## src/rtl/agb_pkg.sv

```systemverilog
// ----------------------------------------------------------------------------
// agb_pkg
// Widths, register indexes, reset values and stage types shared by the
// afterglow pixel blend pipeline.
// ----------------------------------------------------------------------------
package agb_pkg;

  localparam int PIX_W      = 8;   // pixel coordinate and color channel
  localparam int DOT_X_W    = 10;  // signed dot column
  localparam int DOT_Y_W    = 8;
  localparam int BLUR_W     = 6;
  localparam int INT_W      = 9;   // intensity, 0..511
  localparam int DX_W       = 10;  // |pix_x - dot_x|, up to 767
  localparam int DY_W       = 8;
  localparam int DX2_W      = 2 * DX_W;
  localparam int DY2_W      = 2 * DY_W;
  localparam int DEN_W      = 20;  // r2 + bf - 1 stays below 2**20
  localparam int NUM_W      = 15;  // peak * bf, up to 32193
  localparam int REM_W      = NUM_W;
  localparam int QUO_W      = INT_W;  // off-center quotient never exceeds peak
  localparam int DIV_CMP_W  = DEN_W + QUO_W - 1;
  localparam int DOTC_W     = 7;   // floor(dot * 15 / 100) <= 76

  localparam int CFG_IDX_W  = 4;
  localparam int CFG_DATA_W = 10;

  localparam logic [CFG_IDX_W-1:0] REG_DOT_X          = CFG_IDX_W'(0);
  localparam logic [CFG_IDX_W-1:0] REG_DOT_Y          = CFG_IDX_W'(1);
  localparam logic [CFG_IDX_W-1:0] REG_BLUR_WIDTH     = CFG_IDX_W'(2);
  localparam logic [CFG_IDX_W-1:0] REG_PEAK_INTENSITY = CFG_IDX_W'(3);

  localparam logic signed [DOT_X_W-1:0] DOT_X_RST = '0;
  localparam logic [DOT_Y_W-1:0]        DOT_Y_RST = '0;
  localparam logic [BLUR_W-1:0]         BLUR_RST  = BLUR_W'(8);
  localparam logic [INT_W-1:0]          PEAK_RST  = INT_W'(400);

  localparam logic [INT_W-1:0] INT_MAX    = '1;
  localparam logic [7:0]       FADE_NUM   = 8'd250;   // fade by 250/256
  localparam logic [7:0]       DIV5_RECIP = 8'd205;   // 205/1024 ~ 1/5
  localparam int               DIV5_SHIFT = 10;

  typedef struct packed {
    logic signed [DOT_X_W-1:0] dot_x;
    logic [DOT_Y_W-1:0]        dot_y;
    logic [BLUR_W-1:0]         blur_width;
    logic [INT_W-1:0]          peak_intensity;
  } agb_cfg_t;

  typedef struct packed {
    logic [PIX_W-1:0] pix_x;
    logic [PIX_W-1:0] pix_y;
    logic [PIX_W-1:0] old_red;
    logic [PIX_W-1:0] old_green;
  } pix_in_t;

  // divider stage word: partial remainder, divisor and quotient so far
  typedef struct packed {
    logic [REM_W-1:0] rem;
    logic [DEN_W-1:0] den;
    logic [QUO_W-1:0] quo;
    logic             r2_zero;
    logic             den_zero;
    logic [INT_W-1:0] fade;
  } div_stage_t;

  typedef struct packed {
    logic [PIX_W-1:0] new_red;
    logic [PIX_W-1:0] new_green;
    logic [PIX_W-1:0] new_blue;
  } rgb_t;

endpackage

```

## src/rtl/agb_dist.sv

```systemverilog
// ----------------------------------------------------------------------------
// agb_dist
// Front end: distance to the dot, old intensity fade, and divider operands.
// Three register stages.
// ----------------------------------------------------------------------------
module agb_dist
  import agb_pkg::*;
(
  input  logic       clk,
  input  logic       rst_n,
  input  agb_cfg_t   cfg,
  input  logic       in_valid,
  output logic       in_ready,
  input  pix_in_t    in_data,
  output logic       out_valid,
  input  logic       out_ready,
  output div_stage_t out_data
);

  typedef struct packed {
    logic [DX_W-1:0]  dx;
    logic [DY_W-1:0]  dy;
    logic [INT_W-1:0] fade;
  } s1_t;

  typedef struct packed {
    logic [DX2_W-1:0] dx2;
    logic [DY2_W-1:0] dy2;
    logic [INT_W-1:0] fade;
  } s2_t;

  logic       v1_r, v2_r, v3_r;
  logic       rdy1, rdy2, rdy3;
  s1_t        s1_r, s1_nxt;
  s2_t        s2_r, s2_nxt;
  div_stage_t s3_r, s3_nxt;

  logic signed [DX_W:0]  dx_s;
  logic signed [DY_W:0]  dy_s;
  logic [INT_W-1:0]      old_int;
  logic [INT_W+7:0]      fade_prod;
  logic [DEN_W-1:0]      r2;
  logic [DEN_W:0]        den_full;

  assign rdy3     = !v3_r || out_ready;
  assign rdy2     = !v2_r || rdy3;
  assign rdy1     = !v1_r || rdy2;
  assign in_ready = rdy1;

  // stage 1: absolute distances and faded old intensity
  always_comb begin
    dx_s      = $signed({3'b000, in_data.pix_x}) - $signed({cfg.dot_x[DOT_X_W-1], cfg.dot_x});
    dy_s      = $signed({1'b0, in_data.pix_y}) - $signed({1'b0, cfg.dot_y});
    old_int   = (in_data.old_red != '0) ? {1'b1, in_data.old_red}
                                        : {1'b0, in_data.old_green};
    fade_prod = old_int * FADE_NUM;
    s1_nxt.dx   = dx_s[DX_W] ? DX_W'(-dx_s) : DX_W'(dx_s);
    s1_nxt.dy   = dy_s[DY_W] ? DY_W'(-dy_s) : DY_W'(dy_s);
    s1_nxt.fade = fade_prod[INT_W+7:8];
  end

  // stage 2: squares
  always_comb begin
    s2_nxt.dx2  = s1_r.dx * s1_r.dx;
    s2_nxt.dy2  = s1_r.dy * s1_r.dy;
    s2_nxt.fade = s1_r.fade;
  end

  // stage 3: r2, divisor and numerator
  always_comb begin
    r2       = DEN_W'(s2_r.dx2) + DEN_W'(s2_r.dy2);
    den_full = {1'b0, r2} + (DEN_W+1)'(cfg.blur_width) - (DEN_W+1)'(1);
    s3_nxt.rem      = NUM_W'(cfg.peak_intensity) * NUM_W'(cfg.blur_width);
    s3_nxt.den      = den_full[DEN_W-1:0];
    s3_nxt.quo      = '0;
    s3_nxt.r2_zero  = (r2 == '0);
    s3_nxt.den_zero = (r2 != '0) && (den_full == '0);
    s3_nxt.fade     = s2_r.fade;
  end

  always_ff @(posedge clk) begin
    if (!rst_n) begin
      v1_r <= 1'b0;
      v2_r <= 1'b0;
      v3_r <= 1'b0;
    end else begin
      if (rdy1) v1_r <= in_valid;
      if (rdy2) v2_r <= v1_r;
      if (rdy3) v3_r <= v2_r;
    end
  end

  always_ff @(posedge clk) begin
    if (rdy1 && in_valid) s1_r <= s1_nxt;
    if (rdy2 && v1_r)     s2_r <= s2_nxt;
    if (rdy3 && v2_r)     s3_r <= s3_nxt;
  end

  assign out_valid = v3_r;
  assign out_data  = s3_r;

endmodule

```

## config.mk

```make
export PLATFORM = sky130hd
export DESIGN_NAME = agb_dist
export DESIGN_NICKNAME = d
export VERILOG_FILES = /design/src/rtl/agb_pkg.sv /design/src/rtl/agb_dist.sv
export SDC_FILE = /design/constraint.sdc
export NUM_CORES = 1
export LEC_CHECK = 0
export BUFFER_PORTS_ARGS = -buffer_cell sky130_fd_sc_hd__buf_2
export CORE_AREA = 2 2 209 211
export CTS_BUF_LIST = sky130_fd_sc_hd__clkbuf_8
export DETAILED_ROUTE_END_ITERATION = 8
export DIE_AREA = 0 0 211 213
export GPL_TIMING_DRIVEN = 0
export SKIP_CTS_REPAIR_TIMING = 1
export SLEW_MARGIN = 20
export SYNTH_ARGS = -nofsm -noshare
export SYNTH_HDL_FRONTEND = slang
export SYNTH_SLANG_ARGS = --single-unit
export TNS_END_PERCENT = 100
```

## constraint.sdc

```tcl
create_clock -name clk -period 5.3 [get_ports clk]
set_input_delay 0.265 -clock clk [delete_from_list [all_inputs] [get_ports clk]]
set_output_delay 0.265 -clock clk [all_outputs]
set_load 0.05 [all_outputs]
```

After elaboration in Yosys (flattened, before gate mapping)

Cells that the tools add are included.

Bits in registers: 121
Bits of input ports: 69
Output and inout bits: 57
Logic and storage cells: 42

$add $sub $neg: 7
$mul: 4
Muxes and demuxes: 3
Reduce and logical (&&, ||, !) cells: 14

Operator list:

| cell                                               | count |
|---|---|
| adder 20 x 6 -> 21 bit                             | 1 |
| zero test 21 bit                                   | 1 |
| subtractor 21 x 1 -> 21 bit, second input constant | 1 |
| adder 20 x 16 -> 20 bit                            | 1 |
| zero test 20 bit                                   | 1 |
| multiplier 10 x 10 -> 20 bit                       | 1 |
| nonzero test 20 bit                                | 1 |
| multiplier 8 x 8 -> 16 bit                         | 1 |
| multiplier 9 x 7 -> 16 bit, second input constant  | 1 |
| multiplier 9 x 6 -> 15 bit                         | 1 |
| subtractor 9 x 10 -> 11 bit                        | 1 |
| two-way mux 10 bit                                 | 1 |
| negation 10 bit                                    | 1 |
| two-way mux 9 bit                                  | 1 |
| subtractor 8 x 8 -> 9 bit                          | 1 |
| two-way mux 8 bit                                  | 1 |
| negation 8 bit                                     | 1 |
| nonzero test 8 bit                                 | 1 |
| logical AND 1 bit                                  | 4 |
| zero test 1 bit                                    | 3 |
| logical OR 1 bit                                   | 3 |

Longest topological paths before layout

Gate-level depths: netlist (run 1).

Depth after elaboration: 5
Gate-level depth with buffers: 23
Gate-level depth less buffers: 22

Worst setup path before layout (run 1)

No wires, ideal clock.

Kind: input-to-reg
Start point: in in_data[10] in the netlist's numbering
End point: reg s1_r[8] in the netlist's numbering, data pin
Library setup time: 0.260 ns
Arrival time: 5.148 ns
Required time: 5.040 ns
Setup slack: -0.108 ns
Cell stages on the path: 19
Path buffers: 1
Cell sequence: nor4_1 and3_1 clkbuf_1 a21oi_1 fa_1 fa_1 fa_1 fa_1 inv_1 ha_1 a21oi_1 o31ai_1 a21oi_1 nor2b_1 nor2_1 o21ai_1 or4_1 a31oi_1 xnor2_1

Longest elaborated chain between the ends: 3

Ends and longest elaborated chain:

| element                        | line           | source |
|---|---|---|
| start, declared                | agb_dist.sv:14 | `input pix_in_t in_data,` |
| nonzero test 8 bit             | agb_dist.sv:54 | `old_int = (in_data.old_red != '0) ? {1'b1, in_data.old_red}` |
| two-way mux 9 bit (*)          | agb_dist.sv:54 |  |
| multiplier 9 x 7 -> 16 bit (*) | agb_dist.sv:56 | `fade_prod = old_int * FADE_NUM;` |
| named net fade_prod[16]        | agb_dist.sv:41 | `logic [INT_W+7:0] fade_prod;` |
| end signal, assigned           | agb_dist.sv:94 | `if (rdy1 && in_valid) s1_r <= s1_nxt;` |
| end, declared                  | agb_dist.sv:34 | `s1_t s1_r, s1_nxt;` |

The timed path passes the listed nets; every way through them passes the cells marked *.
A chain may end at the register's enable or synchronous reset.

==> results.toml, run 1 <==
[clocking]
cts_tree = "done"
clk_pin_slew_ns = 0.09
cts_sinks = 119
clock_path_buffers = 2
htreeDepth = 4
cts_buffers = 17
worst_skew_pair.late_latency_ns = 0.46
root_buffer = "clkbuf_8"

[synth]
synth_ff_type = "edfxtp_1"
synth_fa_ha_area_frac = 0.368
syn_inst = 1379
yosysUniqueCellTypes = 63
yosysWarnings = 0
synth_top_area_frac = 0.257
synth_top_area_cell = "edfxtp_1"
synth_compound_area_frac = 0.0925
synth_edf_count = 116
postSynthAreaPerCell_um2 = 9.84
synthArstFlopShare = 0
ys_seq_area_frac = 0.261
ys_top_cells_by_area = "edfxtp_1 (26%), fa_1 (19%), ha_1 (18%)"
synth_top_family_by_area = "adder cells"
synthSimpleGateAreaFrac = 0.117
synthXorXnorAreaFrac = 0.0685
muxShareOfSynthArea = 0.00240
ys_seq_elements = 119
netlist_area_um2 = 13600

[finish]
drive_gt1_frac = 0.142
nets = 1922
area_growth_pct = 15.3

[min_path]
hold_path.class = "primary input to flop"

[timing]
period_needed_ns = 5.27
tightest_slew_ns = 0.781
maxSlewHeadroom = 0.473
slew_violations = 0
setup_viol = 0
period_share = 0.995
rsz0062_at_grt = "true"
setup_tns_ns = 0
max_freq_mhz = 190
hold_violations = 0
clock_skew_ns = 0.0225

[setup_path]
crit_type = "flop to flop"
critPathMaxFanout = 8
required_ns = 5.51
end_kind = "flop"
crit_path_start_kind = "flop"
crit_arrival_ns = 5.48

[detailed_routing]
drcViolationCount = 0
drt_first_pass_iters = 5
routedWlPerCell_um = 12.5
vias = 9456
wl_mm = 26.2
ant_nets = 0
vias_per_cell = 4.52
drtIter0Drc = 350

[floorplan]
core_um2 = 42700
rows = 76
dieWidth_um = 211
dieArea_um2 = 44900
start_util = 0.318
io_pins = 126
die_h_um = 213

[grt]
antenna_found_initial = 0
grtUsageTotal = 0.123
grt_pass1_wl_mm = 45.0
grt.overflow.total = 0
grt_start_max_net_pins = 27
grt_pass1_vias = 9648

[flow_run]
drv_cap = 0

[placement]
dp_hpwl_mm = 22.0
io_buffers = 110
place.gp.congestion = 0.823

[outcome]
run_status = "finished, final reports clean"
worst paths after layout:
check,startpoint,endpoint,slack (ns),cells after the start
hold reg to reg,s2_r[4]$_DFFE_PP_,out_data[4]$_DFFE_PP_,0.42,0
hold / removal,rst_n,out_valid$_SDFFE_PN0P_,0.04,2
setup reg to reg,s1_r[18]$_DFFE_PP_,s2_r[41]$_DFFE_PP_,0.03,20
setup / recovery,s1_r[18]$_DFFE_PP_,s2_r[41]$_DFFE_PP_,0.03,20
layout by cell type (no fill, tap or decap), drive strengths merged, types with 17 or more instances in the layout:
cell type    n
nand2      101
a21o        20
fa         128
buf        143
clkbuf      32
a21oi       66
o21ai       31
o21bai      17
nor3        17
xor2        22
xnor2       82
ha         194
and2        60
nor2        65
nor2b       17
edfxtp     116
inv        288
sequential cells by signal, summed over array words and instances, names as in the netlist:
register / cells
out_data: 46
out_valid: 1
s1_r: 27
s2_r: 43
v1_r: 1
v2_r: 1
stage by stage:
stage               cell area [um^2]  worst slack, ns  hold slack, ns   util  std cells
detailed placement             15000           -0.559           0.407  0.351       2047
floorplan                      13600           0.0603           0.383      -       1387
finish                         15700           0.0274          0.0362  0.367       2091
CTS                            15400           -0.505         0.00709  0.360       2079
global placement               14900           -0.485           0.402  0.348       2043
global route                   15700           -0.177          0.0129  0.367       2090
cells in the mapped netlist (all sizes together), types with 3 or more instances:
cell       n
nand2b     8
o21bai    17
nor2b     17
o21ai     31
dfxtp      3
o21a      10
inv      281
or3        7
a31oi      7
xor2      22
nor2      65
buf        9
nand3     11
edfxtp   116
a21oi     66
nand2    101
ha       194
a211oi     6
fa       128
and3      10
or4        7
or2        3
a21boi     5
a21o      20
o211ai     4
and2      60
o31ai      8
o2111ai    3
nor4       4
clkbuf    24
xnor2     82
o2111a     3
nor3      17
layout make-up:
| type | instances | area [um^2] |
|---|---|---|
| clock buffer | 17 | 234 |
| tap | 546 | 683 |
| clock inverter | 15 | 165 |
| antenna | 1 | 2.50 |
| inverter | 281 | 1050 |
| buffer | 28 | 185 |
| timing repair buffer | 130 | 761 |
| multi-input combinational | 954 | 9030 |
| sequential | 119 | 3540 |
| fill | 4249 | 27000 |
layer usage:
layer / vias up / global-route usage / share of wire
met1: 4502 / 0.165 / 0.49
met5: - / 0 / 0
li1: 4816 / - / -
met4: 0 / 0.0228 / 0.0080
met2: 121 / 0.206 / 0.46
met3: 17 / 0.0265 / 0.039
kinds of logic after synthesis:
family	Yosys count
multiplexers	3
adder cells (fa/ha/maj)	323
flip-flops	119
buffers and inverters	314
XOR/XNOR	104
other	1
AO/OA/AOI/OAI	195
AND/OR/NAND/NOR	320
critical path, cell delays in order, from the launching register on:
cell	delay [ns]
edfxtp_1	0.48
buf_8	0.18
and2_4	0.14
fa_1	0.45
fa_1	0.51
inv_2	0.04
fa_1	0.51
inv_2	0.04
fa_1	0.47
inv_1	0.05
fa_1	0.49
inv_2	0.04
ha_4	0.23
nand3_2	0.07
nand2_2	0.07
o41a_1	0.42
o2111ai_2	0.21
nand4b_1	0.18
a21o_1	0.21
a21oi_2	0.13
xnor2_1	0.08
Power of run 1 is not shown: default switching activity piles up to over one toggle a cycle in this logic, so the estimate is an artifact.
==> inputs of run 2 (changes only) <==
--- a/config.mk
+++ b/config.mk
@@ -11,6 +11,7 @@
 export DETAILED_ROUTE_END_ITERATION = 8
 export DIE_AREA = 0 0 211 213
 export GPL_TIMING_DRIVEN = 0
+export SETUP_SLACK_MARGIN = 0.15
 export SKIP_CTS_REPAIR_TIMING = 1
 export SLEW_MARGIN = 20
 export SYNTH_ARGS = -nofsm -noshare
==> run 2 against run 1 <==
Net effect: the flow now finishes with violations (setup timing); utilization increased by 0.20 points; via count increased by 0.27%; flip-flop and latch count unchanged; die area unchanged; hold slack improved by 0.086 ns; sequential share of layout area decreased by 0.12 points; largest cell class unchanged; wire length increased by 2.6%; fmax decreased by 0.99%; clock skew increased by 0.0030 ns; non-clock buffer count increased by 4.
==> results.toml, run 2 (synthesis gave the netlist of run 1 again) <==
[outcome]
run_status = "finished, violations left"
violations = "setup timing"

[timing]
maxSlewHeadroom = 0.508
period_share = 1.00
clock_skew_ns = 0.0256
hold_violations = 0
tightest_slew_ns = 0.737
rsz0062_at_grt = "true"
setup_ws_ns = -0.0255
setup_tns_ns = -0.0255
max_freq_mhz = 188
setup_viol = 1
period_needed_ns = 5.33
slew_violations = 0

[clocking]
cts_tree = "done"
cts_sinks = 119
root_buffer = "clkbuf_8"
clock_path_buffers = 2
worst_skew_pair.late_latency_ns = 0.48
clk_pin_slew_ns = 0.08
cts_buffers = 17
htreeDepth = 4

[setup_path]
crit_type = "flop to flop"
critPathMaxFanout = 10
cpMostUsedCell = "fa_1"
r2r_end = "s2_r[41]$_DFFE_PP_"
crit_path_start_kind = "flop"
reg2reg_slack_ns = -0.03
rr_startpoint = "s1_r[24]$_DFFE_PP_"
crit_slowest_cell = "fa_1"
required_ns = 5.51
critPathCapture = "s2_r[41]$_DFFE_PP_"
startpoint = "s1_r[24]$_DFFE_PP_"
critPathMaxStageDelay_ns = 0.52
worstRegToRegCells = 20
path_cells = "buf_6 > and2_4 > fa_1 > fa_1 > inv_1 > fa_1 > inv_2 > fa_1 > inv_1 > fa_1 > inv_2 > ha_4 > nand2_2 > nand2_2 > o41a_1 > o2111ai_2 > nand4b_1 > a21o_1 > a21oi_2 > xnor2_1"
crit_arrival_ns = 5.54
end_kind = "flop"

[finish]
final_cell_mix = "inv_1 (281), ha_1 (189), fa_1 (128)"
antenna_cells = 0
drive_gt1_frac = 0.145
layout_commonest_cell = "inv_1"
nFillCells = 4274
regArea_um2 = 3540
area_growth_pct = 16.0
multi_input_area_um2 = 9060
design_area_um2 = 15700
fin_util = 0.369
nets = 1926
largest_register_ffs = 46

[floorplan]
dieArea_um2 = 44900
die_h_um = 213
io_pins = 126
core_um2 = 42700
rows = 76
start_util = 0.318
dieWidth_um = 211

[placement]
place.gp.congestion = 0.809
io_buffers = 110
dp_hpwl_mm = 22.2
postPlaceCellArea_um2 = 15000
pre_cts_slack_ns = -0.414

[min_path]
hold_path.class = "primary input to flop"

[detailed_routing]
vias = 9482
routedWlPerCell_um = 12.8
wl_mm = 26.9
drtIter0Drc = 297
drcViolationCount = 0
ant_nets = 0
vias_per_cell = 4.53
drt_first_pass_iters = 5

[grt]
grt_pass1_wl_mm = 46.4
grt.overflow.total = 0
antenna_found_initial = 0
grtUsageTotal = 0.127
grt_start_max_net_pins = 27
grt_pass1_vias = 9873

[flow_run]
drv_cap = 0
-- run 2: worst max-delay path: cells and delay by family (launching register included) --
| family | cells | cell delay, ns |
|---|---|---|
| AOI/OAI and AO/OA | 4 | 1.02 |
| xor gates and xnor gates | 1 | 0.08 |
| DFF | 1 | 0.47 |
| adders and majority gates | 6 | 2.67 |
| and+or+nand+nor | 4 | 0.47 |
| buffers and inverters | 5 | 0.37 |
-- run 2: how the worst min path moves through the flow --
stage / startpoint / end / slack [ns] / cells past startpoint
floorplan: rst_n / out_valid$_SDFFE_PN0P_ / 0.38 / 1
global placement: s1_r[2]$_DFFE_PP_ / s2_r[2]$_DFFE_PP_ / 0.40 / 0
detailed placement: s2_r[4]$_DFFE_PP_ / out_data[4]$_DFFE_PP_ / 0.41 / 0
CTS: rst_n / out_valid$_SDFFE_PN0P_ / -0.003 / 2
global route: in_valid / v1_r$_SDFFE_PN0N_ / 0.14 / 3
finish: in_valid / v1_r$_SDFFE_PN0N_ / 0.12 / 3
-- run 2: area by class of cell --
type                            count  share of cell area
Multi-Input combinational cell    954               0.576
Sequential cell                   119               0.225
Inverter                          281              0.0670
Timing Repair Buffer              129              0.0480
Tap cell                          546              0.0434
Clock buffer                       17              0.0149
Buffer                             33              0.0141
Clock inverter                     15              0.0118
-- run 2: metal layers --
layer | global-route usage | vias up | wire length (um)
li1 | - | 4815 | -
met1 | 0.169 | 4531 | 12800
met2 | 0.210 | 118 | 12600
met3 | 0.0274 | 18 | 1200
met4 | 0.0301 | 0 | 285
met5 | 0 | - | 0
-- run 2: metrics by stage --
stage                     std cells  hold WS, ns
after floorplan                1387        0.383
after global placement         2043        0.401
after detailed placement       2047        0.406
after CTS                      2079     -0.00269
after global routing           2094        0.139
final                          2094        0.122
Power of run 2 is left out for the same reason.
