## config.mk

```make
export PLATFORM = sky130hd
export DESIGN_NAME = agb_div
export DESIGN_NICKNAME = d
export VERILOG_FILES = /design/src/rtl/agb_pkg.sv /design/src/rtl/agb_div.sv
export SDC_FILE = /design/constraint.sdc
export NUM_CORES = 1
export LEC_CHECK = 0
export ABC_AREA = 1
export BUFFER_PORTS_ARGS = -buffer_cell sky130_fd_sc_hd__buf_2
export CAP_MARGIN = 15
export CORE_MARGIN = 5
export CORE_UTILIZATION = 38
export DETAILED_ROUTE_END_ITERATION = 8
export PLACE_DENSITY_LB_ADDON = 0.05
export SETUP_SLACK_MARGIN = 0.1
export SKIP_CTS_REPAIR_TIMING = 1
export SYNTH_ARGS = -nofsm -noshare
export SYNTH_HDL_FRONTEND = slang
export SYNTH_SLANG_ARGS = --single-unit
```

## constraint.sdc

```tcl
create_clock -name clk -period 6.5 [get_ports clk]
set_clock_uncertainty 0.1 [all_clocks]
set_input_delay 1.95 -clock clk [delete_from_list [all_inputs] [get_ports clk]]
set_output_delay 1.95 -clock clk [all_outputs]
set_load 0.05 [all_outputs]
```

## src/rtl/agb_pkg.sv

```systemverilog
// ----------------------------------------------------------------------------
// agb_pkg
// Widths, register indexes, reset values and stage types shared by the
// afterglow pixel blend pipeline.
// ----------------------------------------------------------------------------
package agb_pkg;

  localparam int PIX_W      = 8;   // pixel coordinate and color channel
  localparam int DOT_X_W    = 10;  // signed dot column
  localparam int DOT_Y_W    = 8;
  localparam int BLUR_W     = 6;
  localparam int INT_W      = 9;   // intensity, 0..511
  localparam int DX_W       = 10;  // |pix_x - dot_x|, up to 767
  localparam int DY_W       = 8;
  localparam int DX2_W      = 2 * DX_W;
  localparam int DY2_W      = 2 * DY_W;
  localparam int DEN_W      = 20;  // r2 + bf - 1 stays below 2**20
  localparam int NUM_W      = 15;  // peak * bf, up to 32193
  localparam int REM_W      = NUM_W;
  localparam int QUO_W      = INT_W;  // off-center quotient never exceeds peak
  localparam int DIV_CMP_W  = DEN_W + QUO_W - 1;
  localparam int DOTC_W     = 7;   // floor(dot * 15 / 100) <= 76

  localparam int CFG_IDX_W  = 4;
  localparam int CFG_DATA_W = 10;

  localparam logic [CFG_IDX_W-1:0] REG_DOT_X          = CFG_IDX_W'(0);
  localparam logic [CFG_IDX_W-1:0] REG_DOT_Y          = CFG_IDX_W'(1);
  localparam logic [CFG_IDX_W-1:0] REG_BLUR_WIDTH     = CFG_IDX_W'(2);
  localparam logic [CFG_IDX_W-1:0] REG_PEAK_INTENSITY = CFG_IDX_W'(3);

  localparam logic signed [DOT_X_W-1:0] DOT_X_RST = '0;
  localparam logic [DOT_Y_W-1:0]        DOT_Y_RST = '0;
  localparam logic [BLUR_W-1:0]         BLUR_RST  = BLUR_W'(8);
  localparam logic [INT_W-1:0]          PEAK_RST  = INT_W'(400);

  localparam logic [INT_W-1:0] INT_MAX    = '1;
  localparam logic [7:0]       FADE_NUM   = 8'd250;   // fade by 250/256
  localparam logic [7:0]       DIV5_RECIP = 8'd205;   // 205/1024 ~ 1/5
  localparam int               DIV5_SHIFT = 10;

  typedef struct packed {
    logic signed [DOT_X_W-1:0] dot_x;
    logic [DOT_Y_W-1:0]        dot_y;
    logic [BLUR_W-1:0]         blur_width;
    logic [INT_W-1:0]          peak_intensity;
  } agb_cfg_t;

  typedef struct packed {
    logic [PIX_W-1:0] pix_x;
    logic [PIX_W-1:0] pix_y;
    logic [PIX_W-1:0] old_red;
    logic [PIX_W-1:0] old_green;
  } pix_in_t;

  // divider stage word: partial remainder, divisor and quotient so far
  typedef struct packed {
    logic [REM_W-1:0] rem;
    logic [DEN_W-1:0] den;
    logic [QUO_W-1:0] quo;
    logic             r2_zero;
    logic             den_zero;
    logic [INT_W-1:0] fade;
  } div_stage_t;

  typedef struct packed {
    logic [PIX_W-1:0] new_red;
    logic [PIX_W-1:0] new_green;
    logic [PIX_W-1:0] new_blue;
  } rgb_t;

endpackage

```

## src/rtl/agb_div.sv

```systemverilog
// ----------------------------------------------------------------------------
// agb_div
// Pipelined restoring divider, one quotient bit per register stage, most
// significant bit first.
// ----------------------------------------------------------------------------
module agb_div
  import agb_pkg::*;
(
  input  logic       clk,
  input  logic       rst_n,
  input  logic       in_valid,
  output logic       in_ready,
  input  div_stage_t in_data,
  output logic       out_valid,
  input  logic       out_ready,
  output div_stage_t out_data
);

  logic       v_r  [QUO_W];
  div_stage_t st_r [QUO_W];
  logic [QUO_W:0] rdy;

  assign rdy[QUO_W] = out_ready;

  for (genvar k = 0; k < QUO_W; k++) begin : g_stage
    localparam int BIT = QUO_W - 1 - k;

    div_stage_t           src;
    logic                 src_v;
    div_stage_t           stage_nxt;
    logic [DIV_CMP_W-1:0] trial;

    if (k == 0) begin : g_first
      assign src   = in_data;
      assign src_v = in_valid;
    end else begin : g_rest
      assign src   = st_r[k-1];
      assign src_v = v_r[k-1];
    end

    assign rdy[k] = !v_r[k] || rdy[k+1];

    // subtract the shifted divisor where it fits
    always_comb begin
      stage_nxt = src;
      trial     = DIV_CMP_W'(src.den) << BIT;
      if (DIV_CMP_W'(src.rem) >= trial) begin
        stage_nxt.rem      = src.rem - REM_W'(trial);
        stage_nxt.quo[BIT] = 1'b1;
      end
    end

    always_ff @(posedge clk) begin
      if (!rst_n) begin
        v_r[k] <= 1'b0;
      end else if (rdy[k]) begin
        v_r[k] <= src_v;
      end
    end

    always_ff @(posedge clk) begin
      if (rdy[k] && src_v) st_r[k] <= stage_nxt;
    end
  end

  assign in_ready  = rdy[0];
  assign out_valid = v_r[QUO_W-1];
  assign out_data  = st_r[QUO_W-1];

endmodule

```

Yosys cells after proc, flatten, opt, wreduce, memory -nomap -nowiden
Memories as Yosys holds them, arrays and structs flattened.
Index checks and enable logic that the tools add are counted.
{"block": "word_totals", "reg_bits": 0, "ram_bits": 504, "input_bits": 59, "output_inout_bits": 57, "wordCells": 129, "n_memories": 2}
{"block": "classes", "addsub": 9, "order_cmp": 9, "n_mux": 73, "bitwise": 9, "reduce_logical": 27}
{"name": "st_r", "words": 9, "word_bits": 55, "rd": 9, "rd_clocked_by_memory_dff": 0, "write_ports": 9, "line_no": "agb_div.sv:20", "rtl": "div_stage_t st_r [QUO_W];"}
{"name": "v_r", "words": 9, "word_bits": 1, "rd": 9, "rd_clocked_by_memory_dff": 0, "write_ports": 9, "line_no": "agb_div.sv:19", "rtl": "logic v_r [QUO_W];"}
{"op": "two-way mux 15 bit", "count": 9}
{"op": "subtractor 15 bit", "count": 9}
{"op": "two-way mux 1 bit", "count": 64}
{"op": ">= comparator 15 x 28 -> 1 bit", "count": 1}
{"op": ">= comparator 15 x 27 -> 1 bit", "count": 1}
{"op": ">= comparator 15 x 26 -> 1 bit", "count": 1}
{"op": ">= comparator 15 x 25 -> 1 bit", "count": 1}
{"op": ">= comparator 15 x 24 -> 1 bit", "count": 1}
{"op": ">= comparator 15 x 23 -> 1 bit", "count": 1}
{"op": ">= comparator 15 x 22 -> 1 bit", "count": 1}
{"op": ">= comparator 15 x 21 -> 1 bit", "count": 1}
{"op": ">= comparator 15 x 20 -> 1 bit", "count": 1}
{"op": "logical AND 1 bit", "count": 9}
{"op": "zero test 1 bit", "count": 9}
{"op": "logical OR 1 bit", "count": 9}
{"op": "bitwise OR 1 bit", "count": 9}

Longest topological paths before layout
Gate-level depths: netlist of the first run.
An unclocked memory read counts as a cell.
{"block": "logic_depth", "ltp_word": 15, "depth_mapped": 14, "ltp_nobuf": 14}

Least setup slack after synthesis of the first run
OpenSTA, ideal clock, no wires.
{"block": "synth_path", "kind": "input-to-reg", "start": "input out_ready", "end": "memory st_r[0][100] (netlist name) (enable)", "setup_ns": 0.469, "arrival_time_ns": 4.703, "required_time_ns": 5.931, "slack_ns": 1.228, "stages": 8, "n_path_buf": 0, "path_cell_list": "nor2_2 > nand2_1 > nor2_2 > nand2_1 > nor2_1 > nand3_1 > nor2_1 > nor2_1"}
{"element": "start, declared", "line_no": "agb_div.sv:15", "rtl": "input logic out_ready,"}
{"element": "end, declared", "line_no": "agb_div.sv:20"}

Final worst setup path of the first run
{"block": "layout_path", "start": "input out_ready", "end": "output in_ready"}
{"block": "layout_via", "elab_chain_cells": 9}
{"element": "logical OR 1 bit (9 in a row)", "line_no": "agb_div.sv:41", "rtl": "assign rdy[k] = !v_r[k] || rdy[k+1];"}
{"element": "end, declared", "line_no": "agb_div.sv:12", "rtl": "output logic in_ready,"}
No other way between the ends.

==> results of run 1 <==
[cells in the mapped netlist, types with 2 or more instances]
master / count
inv_1: 287
a21o_1: 7
nor4_1: 2
xnor2_1: 22
nand3b_1: 11
or2_2: 7
xor2_1: 30
buf_4: 2
o21a_1: 2
nor2_1: 149
a21oi_2: 2
buf_6: 5
fa_1: 9
ha_1: 99
o21ai_2: 3
nor3_1: 21
nand2_1: 507
clkbuf_1: 6
nor2_2: 7
a21oi_1: 59
and2_1: 3
nand2_2: 6
edfxtp_1: 503
nand3_2: 4
nand3_1: 99
inv_2: 4
o21ai_1: 14
nand4_1: 86
buf_2: 8
o21ai_0: 24
o21bai_1: 10
and3_1: 2
o211ai_1: 2
a21boi_0: 2
or2_1: 2
[worst reg2reg max path: stages (launching register included)]
cell and delay (ns):
edfxtp_1 0.44, inv_1 0.07, ha_1 0.23, fa_1 0.42
o21ai_1 0.39, nand4_1 0.51, nand3_1 0.54, nand2_1 0.11
nand2_1 0.10
[worst min-delay path by stage]
stage	to	slack [ns]	from	cells past startpoint
final	st_r[0][348]	0.31	st_r[0][293]	0
after global routing	st_r[0][332]	0.32	st_r[0][277]	0
after CTS	st_r[0][230]	0.32	st_r[0][175]	0
after detailed placement	st_r[0][166]	0.30	st_r[0][111]	0
after global placement	st_r[0][403]	0.30	st_r[0][348]	0
after floorplan	st_r[0][110]	0.30	st_r[0][55]	0
[state kept, by name (all words and copies together) (netlist names)]
name	cells
st_r	495
v_r	9
[per-layer routing]
| metal | GRT usage, % | vias up | share of wire [%] |
|---|---|---|---|
| met5 | 0 | - | 0 |
| met4 | 5.65 | 0 | 3.7 |
| met3 | 2.42 | 107 | 3.1 |
| met2 | 27.8 | 204 | 55 |
| met1 | 14.8 | 6460 | 38 |
| li1 | - | 7204 | - |
[report_power, final]
part / switching [mW] / total, mW / leakage (nW) / internal (mW)
Clock: 1.24 / 2.95 / 0.841 / 1.71
Combinational: 0.191 / 0.306 / 5.28 / 0.115
Sequential: 0.0439 / 3.70 / 4.64 / 3.66
[per-stage QoR]
stage	hold slack [ns]	util (%)
after floorplan	0.300	-
after global placement	0.303	40.7
after detailed placement	0.305	40.7
after CTS	0.316	43.6
after global routing	0.321	43.6
final	0.313	43.6
[cell families (layout without fill, tap and decap cells)]
family / after synthesis / after routing / synth area share (%)
buffers and inverters: 313 / 510 / 5.36
DFF: 504 / 504 / 66.0
and+or+nand+nor: 912 / 912 / 17.4
xor gates and xnor gates: 52 / 52 / 1.99
AOI/OAI and AO/OA: 127 / 127 / 3.15
adders and majority gates: 108 / 108 / 6.19
[area by class of cell]
cell class | instances | area, sq um
Multi-Input combinational cell | 1199 | 6610
Clock inverter | 32 | 329
Timing Repair Buffer | 124 | 656
Tap cell | 782 | 978
Clock buffer | 62 | 1400
Fill cell | 5672 | 33800
Inverter | 292 | 1100
Sequential cell | 504 | 15100
==> run_results.csv, run 1 <==
group,metric,value,unit
job,cap_violations,0,
place,dpl_cell_area,24400,sq um
power,p_per_area,266,nW/um^2
detailed_routing,wl_per_cell,15.7,um
hold_path,hp-class,"reg2reg",
setup_path,slowest_stage,"buf_2",
final_layout,final_cells,2995,
timing,fin_ws,1.33,ns
run_status,outcome,"finished, final reports clean",
synth,ys.warnings.count,0,
clock_network,cts_max_level,2,
final_layout,diodes,0,
clock_network,cts_buffers,55,
setup_path,r2r-start,"st_r[0][155]",
detailed_routing,firstDrtPassIters,4,
place,place_congestion,0.873,
setup_path,worstPathArrival,3.12,ns
synth,synthCells,2016,
power,static-leakage-power,10.8,nW
place,io_buffers,115,
synth,syn-cell-area,22900,sq um
synth,seq_area_frac_synth,66.0,%
floorplan,start_util,38.2,%
floorplan,dieArea,65400,sq um
setup_path,critical_path.max_stage_delay,0.23,ns
setup_path,path_buf_inv,3,
floorplan,core,60000,sq um
clock_network,path_clk_slew,0.06,ns
detailed_routing,routed_wl,47.1,mm
synth,synth_top_area_share,65.9,%
final_layout,final_cell_area,26200,sq um
synth,synth_flop_cell,"edfxtp_1",
power,ir_drop,0.203,mV
global_route,antenna_found_initial,0,
place,dp_cells,2900,
clock_network,cts.sinks,504,
global_route,grt_pass1_vias,14700,
timing,setup_tns,0,ns
global_route,grt_util_all_layers,14.1,%
global_route,overflow,0,
floorplan,die_x,256,um
floorplan,dieHeight,256,um
timing,fmax,0.193,GHz
clock_network,clk_latency,0.61,ns
setup_path,startpoint_type,"input port",
detailed_routing,vias,14000,
global_route,grt_max_degree,56,
place,detailedPlace.worstSlack,1.32,ns
setup_path,reg2reg_depth,8,
timing,setup_viol,0,
final_layout,nNetsFinal,2343,
final_layout,drive_above_1_share,11.3,%
setup_path,cp.depth,8,
setup_path,critPathLaunch,"out_ready",
synth,ys_ff_latch,504,
final_layout,final_common_cell,"nand2_1",
synth,synth_nets,2183,
synth,avgSynthCellArea,11.4,sq um
setup_path,cp.required,4.45,ns
synth,synth_edf_count,503,
setup_path,cp_top_family,"simple AND/OR/NAND/NOR gates",
timing,min_period,5.17,ns
timing,finalCritPeriodShare,79.6,%
setup_path,worstPathMaxFanout,4,
floorplan,ios,116,
timing,hold_violations,0,
final_layout,synthToLayoutAreaGrowth,14.2,%
clock_network,cts_max_path_buffers,3,
setup_path,setup.worst_path.end,"in_ready",
clock_network,cts_tree,"built",
timing,slew_headroom,47.4,%
timing,rsz0062_at_grt,"false",
detailed_routing,postRouteAntennaNets,0,
clock_network,cts-root-buf,"clkbuf_16",
floorplan,placementRows,90,
timing,slew_violations,0,
place,dpl.hpwl,36.8,mm
synth,synth_area_leaders,"edfxtp_1, nand2_1, ha_1",
timing,worst_slew_pin_slew,0.789,ns
power,finalPower,6.96,mW
setup_path,worstSetupPathType,"in2out",
final_layout,layout_common_cells,"nand2_1, edfxtp_1, inv_1",
detailed_routing,drt_iter0_drc,469,
setup_path,crit_chain,"buf_2 -> nor2_2 -> nand2_1 -> nor2_2 -> nand4_1 -> inv_1 -> nand4_1 -> buf_2",
global_route,grt_pass1_wl,74.6,mm
setup_path,reg2reg_setup_slack,3.47,ns
synth,synthArstFlopShare,0,%
synth,ys_types,45,
setup_path,critPathCaptureType,"output port",
detailed_routing,vias_per_cell,4.67,
detailed_routing,drc,0,
setup_path,worstReg2RegEnd,"st_r[0][217]",
synth,yosys.area.top_type,"edfxtp_1",
No activity file was read; power rests on OpenSTA's default activity.
==> run 2: changes to the inputs <==
- clock period: 6.5 -> 4.6 ns (I/O delays scaled with it)
==> run_results.csv, run 2 (same netlist as run 1, synthesis figures left out) <==
group,metric,value,unit
setup_path,r2r-start,"st_r[0][101]",
power,finalPower,9.96,mW
timing,finalCritPeriodShare,88.1,%
setup_path,cp.required,3.12,ns
global_route,overflow,0,
timing,rsz0062_at_grt,"false",
hold_path,min_to,"st_r[0][348]",
final_layout,reg_top3,"st_r: 495 flops, v_r: 9 flops",
power,ir_drop,0.299,mV
global_route,grt_pass1_vias,14800,
setup_path,reg2reg_setup_slack,1.67,ns
setup_path,reg2reg_depth,8,
clock_network,cts.sinks,504,
final_layout,layout_common_cells,"nand2_1, edfxtp_1, inv_1",
job,cap_violations,0,
hold_path,hp-class,"reg2reg",
clock_network,cts_buffers,55,
timing,setup_tns,0,ns
setup_path,slowest_stage,"buf_2",
final_layout,fillCellCount,5613,
global_route,antenna_found_initial,0,
detailed_routing,vias_per_cell,4.69,
setup_path,critPathCaptureType,"output port",
timing,worst_slew_pin_slew,0.796,ns
setup_path,worstPathArrival,2.57,ns
setup_path,worstSetupPathType,"in2out",
floorplan,dieArea,65400,sq um
final_layout,drive_above_1_share,11.5,%
place,io_buffers,115,
floorplan,core,60000,sq um
setup_path,worstPathMaxFanout,4,
final_layout,nNetsFinal,2348,
detailed_routing,firstDrtPassIters,5,
clock_network,cts_max_path_buffers,3,
final_layout,final_common_cell,"nand2_1",
setup_path,crit_chain,"buf_2 -> nor2_2 -> nand2_1 -> nor2_2 -> nand4_1 -> inv_1 -> nand4_1 -> buf_2",
clock_network,clk_latency,0.60,ns
place,dpl.hpwl,37.3,mm
setup_path,critical_path.max_stage_delay,0.23,ns
floorplan,placementRows,90,
run_status,outcome,"finished, final reports clean",
final_layout,largest_register_ffs,495,
timing,fmax,0.247,GHz
hold_path,whs_path_depth,0,
clock_network,cts_tree,"built",
timing,slew_violations,0,
timing,min_period,4.05,ns
detailed_routing,wl_per_cell,16.0,um
detailed_routing,routed_wl,48.1,mm
timing,slew_headroom,46.9,%
clock_network,cts-root-buf,"clkbuf_16",
final_layout,final_util,43.8,%
setup_path,worstReg2RegEnd,"st_r[0][158]",
detailed_routing,drt_iter0_drc,488,
floorplan,die_x,256,um
floorplan,dieHeight,256,um
timing,hold_violations,0,
hold_path,hp-start,"st_r[0][293]",
clock_network,path_clk_slew,0.06,ns
timing,timing.hold.ws,0.299,ns
power,p_per_area,379,nW/um^2
timing,setup_viol,0,
clock_network,cts_max_level,2,
final_layout,top_register,"st_r",
final_layout,diodes,0,
final_layout,synthToLayoutAreaGrowth,14.5,%
place,place_congestion,0.878,
detailed_routing,postRouteAntennaNets,0,
global_route,grt_pass1_wl,76.9,mm
floorplan,start_util,38.2,%
global_route,grt_util_all_layers,14.5,%
power,static-leakage-power,10.8,nW
setup_path,startpoint_type,"input port",
floorplan,ios,116,
global_route,grt_max_degree,56,
detailed_routing,drc,0,
detailed_routing,vias,14100,
==> run 2: how the worst max path moves through the flow <==
| stage | from | endpoint | slack [ns] | cells after the start |
|---|---|---|---|---|
| after detailed placement | out_ready | in_ready | 0.54 | 8 |
| after global placement | out_ready | in_ready | 0.58 | 8 |
| after CTS | out_ready | in_ready | 0.54 | 8 |
| after global routing | out_ready | in_ready | 0.38 | 8 |
| after floorplan | out_ready | st_r[0][275] | 0.04 | 6 |
| final | out_ready | in_ready | 0.55 | 8 |
==> run 2: where the power goes <==
group / total [mW] / switching [mW] / leakage, nW / internal (mW)
combinational: 0.437 / 0.273 / 5.30 / 0.163
clock: 4.29 / 1.79 / 0.831 / 2.51
sequential: 5.23 / 0.0625 / 4.64 / 5.17
==> run 2: worst max-delay path, delay by kind of cell <==
kind	cells	cell delay, ns
buffers and inverters	3	0.42
and+or+nand+nor	5	0.78
==> run 2: routing by layer <==
layer,track usage (%),routed length (um)
met1,15.6,18500
met2,27.8,26000
met5,0,0
met3,2.45,1400
met4,6.63,2210
==> run 2: per-stage QoR <==
step,setup slack (ns),area [sq um],cells
final,0.547,26300,3006
after detailed placement,0.538,24500,2905
after CTS,0.538,26200,3005
after floorplan,0.0413,22900,2016
after global placement,0.576,24500,2905
after global routing,0.383,26300,3006
==> run 2: cell type report <==
type,instances,area [sq um],area share [%]
multi-input cells,1199,6610,25.2
repair buffers,129,693,2.64
flip-flops and latches,504,15100,57.6
clock inverters,34,323,1.23
inverters,292,1100,4.17
well taps,782,978,3.73
clock buffers,66,1440,5.48
==> run 3: changes to the inputs <==
--- a/constraint.sdc
+++ b/constraint.sdc
@@ -4,2 +4,2 @@
 set_output_delay 1.38 -clock clk [all_outputs]
-set_load 0.05 [all_outputs]
+set_load 0.01 [all_outputs]
==> run_results.csv, run 3 (same netlist as run 1, synthesis figures left out) <==
group,metric,value,unit
detailed_routing,vias,14100,
job,cap_violations,0,
power,switching_power,2.20,mW
place,dpl_cell_area,24500,sq um
power,seq_power_share,50.6,%
timing,setup_tns,0,ns
setup_path,r2r-start,"st_r[0][101]",
final_layout,synthToLayoutAreaGrowth,15.5,%
final_layout,diodes,0,
setup_path,reg2reg_depth,8,
clock_network,cts.sinks,504,
setup_path,setup.worst_path.end,"in_ready",
final_layout,final_cell_area,26500,sq um
floorplan,core,60000,sq um
setup_path,worstPathMaxFanout,4,
timing,worst_slew_pin_slew,0.774,ns
global_route,grt_max_degree,56,
global_route,grt_util_all_layers,14.5,%
hold_path,hp-class,"reg2reg",
detailed_routing,postRouteAntennaNets,0,
clock_network,cts_tree,"built",
clock_network,clk_latency,0.64,ns
timing,fin_ws,0.636,ns
timing,setup_viol,0,
clock_network,cts_max_path_buffers,3,
hold_path,hp-start,"st_r[0][63]",
timing,finalCritPeriodShare,86.2,%
timing,rsz0062_at_grt,"false",
setup_path,reg2reg_setup_slack,1.67,ns
detailed_routing,routed_wl,48.3,mm
timing,fmax,0.252,GHz
power,p_clk_share,45.1,%
power,static-leakage-power,10.9,nW
place,dp_cells,2905,
timing,min_period,3.96,ns
power,ir_drop,0.302,mV
global_route,antenna_found_initial,0,
detailed_routing,firstDrtPassIters,4,
final_layout,drive_above_1_share,11.9,%
setup_path,worstSetupPathType,"in2out",
place,place_congestion,0.888,
final_layout,final_common_cell,"nand2_1",
clock_network,cts_buffers,57,
final_layout,largest_register_ffs,495,
power,p_per_area,390,nW/um^2
setup_path,cp.required,3.12,ns
clock_network,cts-root-buf,"clkbuf_16",
power,p_int,8.13,mW
setup_path,critPathLaunch,"out_ready",
place,detailedPlace.worstSlack,0.631,ns
floorplan,dieHeight,256,um
clock_network,cts_max_level,2,
power,comb_power_share,4.2,%
floorplan,die_x,256,um
final_layout,final_util,44.1,%
global_route,overflow,0,
final_layout,final_cells,3011,
setup_path,worstReg2RegEnd,"st_r[0][161]",
setup_path,startpoint_type,"input port",
power,finalPower,10.3,mW
final_layout,reg_top3,"st_r: 495 flops, v_r: 9 flops",
place,io_buffers,115,
clock_network,path_clk_slew,0.06,ns
place,dpl.hpwl,37.4,mm
global_route,grt_pass1_wl,76.5,mm
detailed_routing,wl_per_cell,16.0,um
global_route,grt_pass1_vias,14600,
floorplan,placementRows,90,
timing,timing.hold.ws,0.315,ns
final_layout,top_register,"st_r",
timing,hold_violations,0,
setup_path,critPathCaptureType,"output port",
setup_path,worstPathArrival,2.48,ns
detailed_routing,drt_iter0_drc,527,
floorplan,start_util,38.2,%
detailed_routing,vias_per_cell,4.69,
detailed_routing,drc,0,
run_status,outcome,"finished, final reports clean",
timing,slew_violations,0,
timing,slew_headroom,48.4,%
floorplan,ios,116,
final_layout,nNetsFinal,2351,
floorplan,dieArea,65400,sq um
power,p_sw_share,21.3,%
final_layout,layout_common_cells,"nand2_1, edfxtp_1, inv_1",
[run 3: cell count changes in the layout (fill, tap and decap cells not counted), sizes merged]
cell	delta
buf	+1
clkinvlp	-3
clkbuf	+1
clkinv	+3
bufinv	+4
inv	-1
[run 3: worst min path at each step]
stage | to | slack (ns) | depth (start not counted)
6_report | st_r[0][118] | 0.31 | 0
3_3_place_gp | st_r[0][336] | 0.30 | 0
5_1_grt | st_r[0][337] | 0.32 | 0
4_1_cts | st_r[0][118] | 0.32 | 0
3_5_place_dp | st_r[0][225] | 0.30 | 0
2_1_floorplan | st_r[0][110] | 0.30 | 0
[run 3: critical path: stages]
cell	delay, ns
buf_2	0.10
nor2_2	0.21
nand2_1	0.12
nor2_2	0.17
nand4_1	0.17
inv_1	0.09
nand4_1	0.08
buf_2	0.16
[run 3: layer usage]
layer,share of wire [%],GRT usage (%),up-vias,wire (um)
met4,4.4,6.52,0,2140
li1,-,-,7229,-
met1,38,15.6,6564,18400
met3,3.2,2.41,124,1550
met5,0,0,-,0
met2,54,27.8,218,26200
[run 3: power by group through the flow]
stage          registers [mW]  clock network, mW  logic (mW)
6_report                 5.23               4.66       0.435
5_1_grt                  5.25               5.02       0.493
4_1_cts                  5.24               4.84       0.438
3_5_place_dp             5.33                  0       0.437
3_3_place_gp             5.33                  0       0.427
2_1_floorplan            5.30                  0       0.310
[run 3: cell type report]
| cell class | instances | area (sq um) |
|---|---|---|
| inverters | 292 | 1100 |
| well taps | 782 | 978 |
| multi-input cells | 1199 | 6610 |
| fillers | 5636 | 33500 |
| repair buffers | 130 | 713 |
| clock inverters | 37 | 505 |
| flip-flops and latches | 504 | 15100 |
| clock buffers | 67 | 1460 |
